--- src/hdl/swm_pkg.sv ---
package swm_pkg;

	localparam int DATA_W         = 32;
	localparam int LEN_W          = 7;
	localparam int WINDOW_MAX_DEF = 64;
	localparam logic [LEN_W-1:0] LEN_RST = 7'd3;

	// Broadcast to every cell: what the row does in this cycle.
	typedef struct packed {
		logic step;   // a sample enters, the oldest one may leave
		logic purge;  // compaction only: the oldest entry leaves
	} ctrl_t;

	// What a cell shows its left neighbour about itself.
	typedef struct packed {
		logic gt;     // holds a valid entry greater than the incoming sample
		logic valid;  // holds a valid entry
	} nb_flags_t;

endpackage

--- src/hdl/swm_cell.sv ---
module swm_cell #(
	parameter int IDX = 0,
	parameter int AW  = 6,
	parameter int CW  = 7
) (
	input  logic                              clk,
	input  swm_pkg::ctrl_t                    ctrl,
	input  logic signed [swm_pkg::DATA_W-1:0] sample,
	input  logic [CW-1:0]                     fill_eff,
	input  logic [AW-1:0]                     thr,
	input  logic signed [swm_pkg::DATA_W-1:0] prev_val,
	input  logic [AW-1:0]                     prev_age,
	input  logic                              seen_in,
	input  logic                              gtc_in,
	input  logic signed [swm_pkg::DATA_W-1:0] next_val,
	input  logic [AW-1:0]                     next_age,
	input  swm_pkg::nb_flags_t                next_flags,
	output logic signed [swm_pkg::DATA_W-1:0] val_q,
	output logic [AW-1:0]                     age_q,
	output swm_pkg::nb_flags_t                flags,
	output logic                              seen_out,
	output logic                              gtc_out
);

	logic                              valid;
	logic                              drop;
	logic                              seen;
	logic                              cvalid;
	logic                              taken;
	logic signed [swm_pkg::DATA_W-1:0] c_val;
	logic [AW-1:0]                     c_age;
	logic signed [swm_pkg::DATA_W-1:0] l_val;
	logic [AW-1:0]                     l_age;
	logic signed [swm_pkg::DATA_W-1:0] val_d;
	logic [AW-1:0]                     age_d;

	assign valid       = fill_eff > CW'(IDX);
	assign flags.valid = valid;
	assign flags.gt    = valid && (val_q > sample);

	// The leaving entry is the oldest one; every cell from it rightwards sees it.
	assign drop     = valid && (age_q >= thr);
	assign seen     = seen_in | drop;
	assign seen_out = seen;

	// Contents of this place once the leaving entry has been squeezed out.
	assign c_val   = seen ? next_val : val_q;
	assign c_age   = seen ? next_age : age_q;
	assign cvalid  = seen ? next_flags.valid : valid;
	assign gtc_out = seen ? next_flags.gt : flags.gt;

	// Contents of the place to the left after the squeeze.
	assign l_val = seen_in ? val_q : prev_val;
	assign l_age = seen_in ? age_q : prev_age;

	assign taken = !gtc_out && cvalid;

	always_comb begin
		val_d = val_q;
		age_d = age_q;
		if (ctrl.purge) begin
			val_d = c_val;
			age_d = c_age;
		end else if (ctrl.step) begin
			if (taken) begin
				val_d = c_val;
				age_d = AW'(c_age + 1'b1);
			end else if (gtc_in) begin
				val_d = l_val;
				age_d = AW'(l_age + 1'b1);
			end else begin
				val_d = sample;
				age_d = '0;
			end
		end
	end

	always_ff @(posedge clk) begin
		val_q <= val_d;
		age_q <= age_d;
	end

endmodule
--- config.mk ---
export PLATFORM = sky130hd
export DESIGN_NAME = swm_cell
export DESIGN_NICKNAME = d
export VERILOG_FILES = /design/src/hdl/swm_pkg.sv /design/src/hdl/swm_cell.sv
export SDC_FILE = /design/constraint.sdc
export NUM_CORES = 1
export LEC_CHECK = 0
export ABC_AREA = 1
export ABC_CLOCK_PERIOD_IN_PS = 4000
export BUFFER_PORTS_ARGS = -buffer_cell sky130_fd_sc_hd__buf_2
export CELL_PAD_IN_SITES_DETAIL_PLACEMENT = 0
export CELL_PAD_IN_SITES_GLOBAL_PLACEMENT = 1
export CORE_AREA = 2 2 112 114
export DETAILED_ROUTE_END_ITERATION = 6
export DIE_AREA = 0 0 114 116
export PLACE_DENSITY_LB_ADDON = 0.05
export SKIP_CTS_REPAIR_TIMING = 1
export SYNTH_ARGS = -nofsm -noshare
export SYNTH_HDL_FRONTEND = slang
export SYNTH_SLANG_ARGS = --single-unit
--- constraint.sdc ---
create_clock -name clk -period 4 [get_ports clk]
set_clock_uncertainty 0.2 [all_clocks]
set_input_delay 0.8 -clock clk [delete_from_list [all_inputs] [get_ports clk]]
set_output_delay 0.8 -clock clk [all_outputs]
set_load 0.05 [all_outputs]
Word level (Yosys, flattened, before mapping)
Cells that the tools add are included.
- flip-flop bits (word level): 38
- latch bits: 0
- bits in writable memories: 0
- bits in read-only memories: 0
- bits of input ports: 128
- memories: 0
- add/sub/neg operators: 2
- multiply operators: 0
- divide/modulo/power cells: 0
- magnitude comparators: 3
- equal/unequal tests: 1
- shift-type cells: 0
- multiplexer cells: 14
- bitwise gates (word level): 1
- reductions and logical operators: 6
- operator list (operator ; count):
    2-to-1 mux 32 bit ; 6
    2-to-1 mux 6 bit ; 6
    greater-than comparator 32 bit ; 1
    adder 6 x 1 -> 6 bit, second input constant ; 2
    greater-than comparator 7 x 1 -> 1 bit, second input constant ; 1
    greater-or-equal comparator 6 bit ; 1
    != test 4 x 3 -> 1 bit, second input constant ; 1
    logical AND 1 bit ; 3
    2-to-1 mux 1 bit ; 2
    AND reduction 2 bit ; 1
    nonzero test 2 bit ; 1
    zero test 1 bit ; 1
    bitwise OR 1 bit ; 1

Depth between registers and ports, before layout
- depth after elaboration: 9
- gate-level depth with buffers: 21

Worst setup path after synthesis
Ideal clock, no wire load.
- path type: input -> register
- from: in thr[5]
- to: reg val_q[0] (netlist bit) (enable)
- library setup time: 0.387 ns
- arrival time: 2.965 ns
- data required time: 3.413 ns
- setup slack: 0.448 ns
- stages on the path: 16
- path buffers: 1
- cells stage by stage: inv_1 > ha_1 > nand2_1 > inv_1 > a21oi_1 > nand3_1 > nand2_2 > nand2_4 > inv_4 > nand2_1 > nand2_2 > nand3_4 > nand2_2 > buf_6 > o21ai_0 > inv_1
- cells in the longest elaborated chain, start to end: 8
- elaborated cells between the ends (all ways): 9
- those cells by class: order compare (1); eq/ne (1); mux (2); bitwise (1); reduce/logical (4)
- RTL lines (what ; line ; text):
    from (decl) ; swm_cell.sv:10 ; input logic [AW-1:0] thr,
    greater-or-equal comparator 6 bit (*) ; swm_cell.sv:42 ; assign drop = valid && (age_q >= thr);
    logical AND 1 bit (*) ; swm_cell.sv:42 ;
    bitwise OR 1 bit (*) ; swm_cell.sv:43 ; assign seen = seen_in | drop;
    2-to-1 mux 1 bit ; swm_cell.sv:50 ; assign gtc_out = seen ? next_flags.gt : flags.gt;
    zero test 1 bit ; swm_cell.sv:56 ; assign taken = !gtc_out && cvalid;
    logical AND 1 bit (*) ; swm_cell.sv:56 ;
    != test 4 x 3 -> 1 bit (no line) (*) ; -- ;
    AND reduction 2 bit (no line) (*) ; -- ;
    to (signal assigned) ; swm_cell.sv:79 ; val_q <= val_d;
    to (decl) ; swm_cell.sv:18 ; output logic signed [swm_pkg::DATA_W-1:0] val_q,
Every way passes the cells marked *; elsewhere a longest branch is shown, timed or not.
A chain may end at the register's enable or synchronous reset.

Worst setup path in the final report
- from: in sample[15] (netlist bit)
- to: out gtc_out
- cells in the longest elaborated chain, start to end: 3
- RTL lines (what ; line ; text):
    from (decl) ; swm_cell.sv:8 ; input logic signed [swm_pkg::DATA_W-1:0] sample,
    greater-than comparator 32 bit ; swm_cell.sv:39 ; assign flags.gt = valid && (val_q > sample);
    logical AND 1 bit ; swm_cell.sv:39 ;
    2-to-1 mux 1 bit ; swm_cell.sv:50 ;
    to (decl) ; swm_cell.sv:22 ; output logic gtc_out
Every way passes these cells.

==> flow_results.xml <==
<?xml version="1.0" encoding="UTF-8"?>
<metrics>
  <group name="outcome">
    <metric name="outcome" unit="">completed</metric>
  </group>
  <group name="grt">
    <metric name="global_route_met2_utilization" unit="%">32.9</metric>
    <metric name="gr-max-usage-layer" unit="">met2</metric>
    <metric name="antenna_found_initial" unit="">1</metric>
    <metric name="gr-usage-met1" unit="%">21.7</metric>
    <metric name="first_global_vias" unit="">3917</metric>
    <metric name="grt_pass1_wl" unit="um">18700</metric>
    <metric name="grt_util_met3" unit="%">3.71</metric>
    <metric name="tot_gr_track_use" unit="%">17.8</metric>
    <metric name="grt_max_degree" unit="">64</metric>
    <metric name="gr-total-overflow" unit="">0</metric>
  </group>
  <group name="clock_network">
    <metric name="clock_sinks" unit="">38</metric>
    <metric name="ctsLongestPathBuffers" unit="">2</metric>
    <metric name="htree_num_levels" unit="">2</metric>
    <metric name="clock_insertion_delay_worst_skew" unit="ps">280</metric>
    <metric name="cts_root_buf" unit="">clkbuf_16</metric>
    <metric name="cts.clk_slew.worst_paths" unit="ps">60</metric>
    <metric name="cts_tree" unit="">done</metric>
    <metric name="cts_inserted_buffers" unit="">5</metric>
  </group>
  <group name="placed_design">
    <metric name="last_weighted_congestion_value_of_the_routability_driven_placer" unit="">0.781</metric>
    <metric name="number_of_port_buffers" unit="">169</metric>
    <metric name="place.detailed.hpwl" unit="um">9230</metric>
    <metric name="post-place-cells" unit="">882</metric>
  </group>
  <group name="route">
    <metric name="drt_iter0_markers" unit="">160</metric>
    <metric name="detail_route.drc_violations" unit="">0</metric>
    <metric name="route.vias.total" unit="">4137</metric>
    <metric name="dr.pass1.iters" unit="">4</metric>
    <metric name="average_via_count_per_standard_cell" unit="">4.65</metric>
    <metric name="drt-total-wl" unit="um">12000</metric>
    <metric name="wl_per_cell" unit="um">13.5</metric>
    <metric name="ant_nets" unit="">0</metric>
  </group>
  <group name="synthesis">
    <metric name="synthDominantCellAreaShare" unit="%">29.5</metric>
    <metric name="netlist_top_cells_area" unit="">edfxtp_1 30%, nand2_1 24%, ha_1 13%, o21ai_0 6.5%, inv_1 5.9%</metric>
    <metric name="syn_area" unit="um2">3870</metric>
    <metric name="synth.yosys.warnings" unit="">0</metric>
    <metric name="area_leader_netlist" unit="">edfxtp_1</metric>
    <metric name="synth.ff_latch_count" unit="">38</metric>
    <metric name="commonest_register_cell_after_synthesis" unit="">edfxtp_1</metric>
    <metric name="synth_sequential_area_ratio" unit="%">29.5</metric>
    <metric name="fraction_of_registers_with_async_set_reset" unit="%">0</metric>
    <metric name="netlist_top_cells_count" unit="">248 x nand2_1, 61 x inv_1, 50 x o21ai_0</metric>
    <metric name="library_cell_with_the_highest_instance_count_after_synthesis" unit="">nand2_1</metric>
    <metric name="synthesis.instances" unit="">584</metric>
    <metric name="postSynthAreaPerCell" unit="um2">6.62</metric>
    <metric name="post_synth_num_cell_types" unit="">34</metric>
    <metric name="synth_fp_nets" unit="">752</metric>
    <metric name="synth_enable_flop_cells" unit="">38</metric>
  </group>
  <group name="worst_setup_path">
    <metric name="startpoint" unit="">sample[15]</metric>
    <metric name="critPathMaxFanout" unit="">4</metric>
    <metric name="rr_startpoint" unit="">age_q[5]$_DFFE_PP_</metric>
    <metric name="worstPathArrival" unit="ps">2640</metric>
    <metric name="type_of_destination_of_the_critical_path" unit="">output pin</metric>
    <metric name="timing.critical_path.from_type" unit="">input port</metric>
    <metric name="crit_required" unit="ps">3000</metric>
    <metric name="worstSetupPathType" unit="">in2out</metric>
  </group>
  <group name="sta">
    <metric name="slew-limit-headroom" unit="%">35.8</metric>
    <metric name="timing.final.setup_violations" unit="">0</metric>
    <metric name="tns" unit="ps">0</metric>
    <metric name="finalHoldViolCount" unit="">0</metric>
    <metric name="tightestPinTransition" unit="ps">962</metric>
    <metric name="timing.final.crit_share" unit="%">91.1</metric>
    <metric name="max_freq" unit="MHz">275</metric>
    <metric name="finalCriticalPeriod" unit="ps">3640</metric>
    <metric name="setup_repair_after_global_routing_missed_its_margin" unit="">false</metric>
    <metric name="report.final.slew_viol_count" unit="">0</metric>
  </group>
  <group name="cells_and_area">
    <metric name="nFillCells" unit="">1314</metric>
    <metric name="post_route_cells_drive_above_1_share" unit="%">27.3</metric>
    <metric name="nets" unit="">910</metric>
    <metric name="finalNonFillerCells" unit="">890</metric>
    <metric name="antenna_cells" unit="">0</metric>
    <metric name="layout-area-overhead-vs-synth" unit="%">28.4</metric>
  </group>
  <group name="floorplan">
    <metric name="die_h" unit="um">116</metric>
    <metric name="effective_utilization_at_floorplan" unit="%">32.5</metric>
    <metric name="floorplan.rows" unit="">40</metric>
    <metric name="fp.coreArea" unit="um2">11900</metric>
    <metric name="die_w" unit="um">114</metric>
    <metric name="design.portCount" unit="">170</metric>
    <metric name="die_outline_area" unit="um2">13200</metric>
  </group>
  <group name="pwr">
    <metric name="cellLeakagePower" unit="nW">2.76</metric>
    <metric name="max-vdd-ir-drop" unit="mV">0.183</metric>
    <metric name="pwr_density_cell" unit="nW/um2">492</metric>
  </group>
  <group name="worst_hold_path">
    <metric name="timing.hold.worst.start" unit="">val_q[15]$_DFFE_PP_</metric>
    <metric name="worstHoldPathType" unit="">reg2reg</metric>
  </group>
  <group name="flow_run">
    <metric name="max-cap-violations" unit="">0</metric>
  </group>
</metrics>
state kept, by name, summed over array words and instances, names as in the netlist:
| name | flops |
|---|---|
| val_q | 32 |
| age_q | 6 |
cell type report:
cell class	count	area (um2)	share of cell area, %
clock buffer	5	125	2.52
tap	147	184	3.70
inverter	64	243	4.89
clock inverter	3	16.3	0.328
timing repair buffer	175	903	18.2
multi-input combinational	458	2350	47.4
sequential	38	1140	23.0
logic make-up (layout without fill, tap and decap cells):
group           after synthesis  after routing  share of synthesized area [%]
mux                           2              2                          0.518
compound gates              100            100                           13.3
simple gates                315            315                           33.9
xor+xnor                      1              1                          0.227
buf+inv                      88            247                           9.64
flops                        38             38                           29.5
fa+ha+maj                    40             40                           12.9
placed cells by master, fill, tap and decap left out, types with 6 or more instances in the layout:
cell	instances
a21oi_1	17
buf_2	169
edfxtp_1	38
ha_1	40
inv_1	61
nand2_1	248
nand3_1	22
nor2_1	19
o21ai_0	50
o21ai_1	29
or2_2	6
final timing paths:
| path | to | slack (ps) | cells after the start |
|---|---|---|---|
| worst min-delay path | val_q[15]$_DFFE_PP_ | 490 | 4 |
| worst min register to register | val_q[15]$_DFFE_PP_ | 490 | 4 |
| worst max register to register | age_q[3]$_DFFE_PP_ | 840 | 16 |
| worst max-delay path | gtc_out | 360 | 14 |
critical path: stages:
cell and delay (ps):
buf_2 70, inv_1 40, ha_1 280, nand2_1 90, nor3_1 340, nand2_1 90, nand2_1 100, nand2_1 80
nand3_1 110, nand3_1 120, nand2_1 70, nand2_1 90, inv_1 70, buf_2 260
metal layers:
layer	vias up	wire length (um)
li1	2211	-
met1	1814	5370
met2	110	5920
met3	2	703
met4	0	47
met5	-	0
power breakdown:
part           switching (W)  internal (W)
clock network       0.000169      0.000228
registers          0.0000893      0.000585
logic               0.000973      0.000400
total                0.00123       0.00121
metrics by stage:
step / setup WS [ps] / total power (W) / instance area (um2) / utilization, % / hold WS, ps
floorplan: 448 / 0.00170 / 3870 / - / 777
global placement: 341 / 0.00205 / 4820 / 40.5 / 467
detailed placement: 323 / 0.00207 / 4820 / 40.5 / 481
CTS: 309 / 0.00248 / 4970 / 41.7 / 499
global route: 111 / 0.00265 / 4970 / 41.7 / 539
finish: 358 / 0.00245 / 4970 / 41.7 / 491
(Power assumes the default switching activity.)
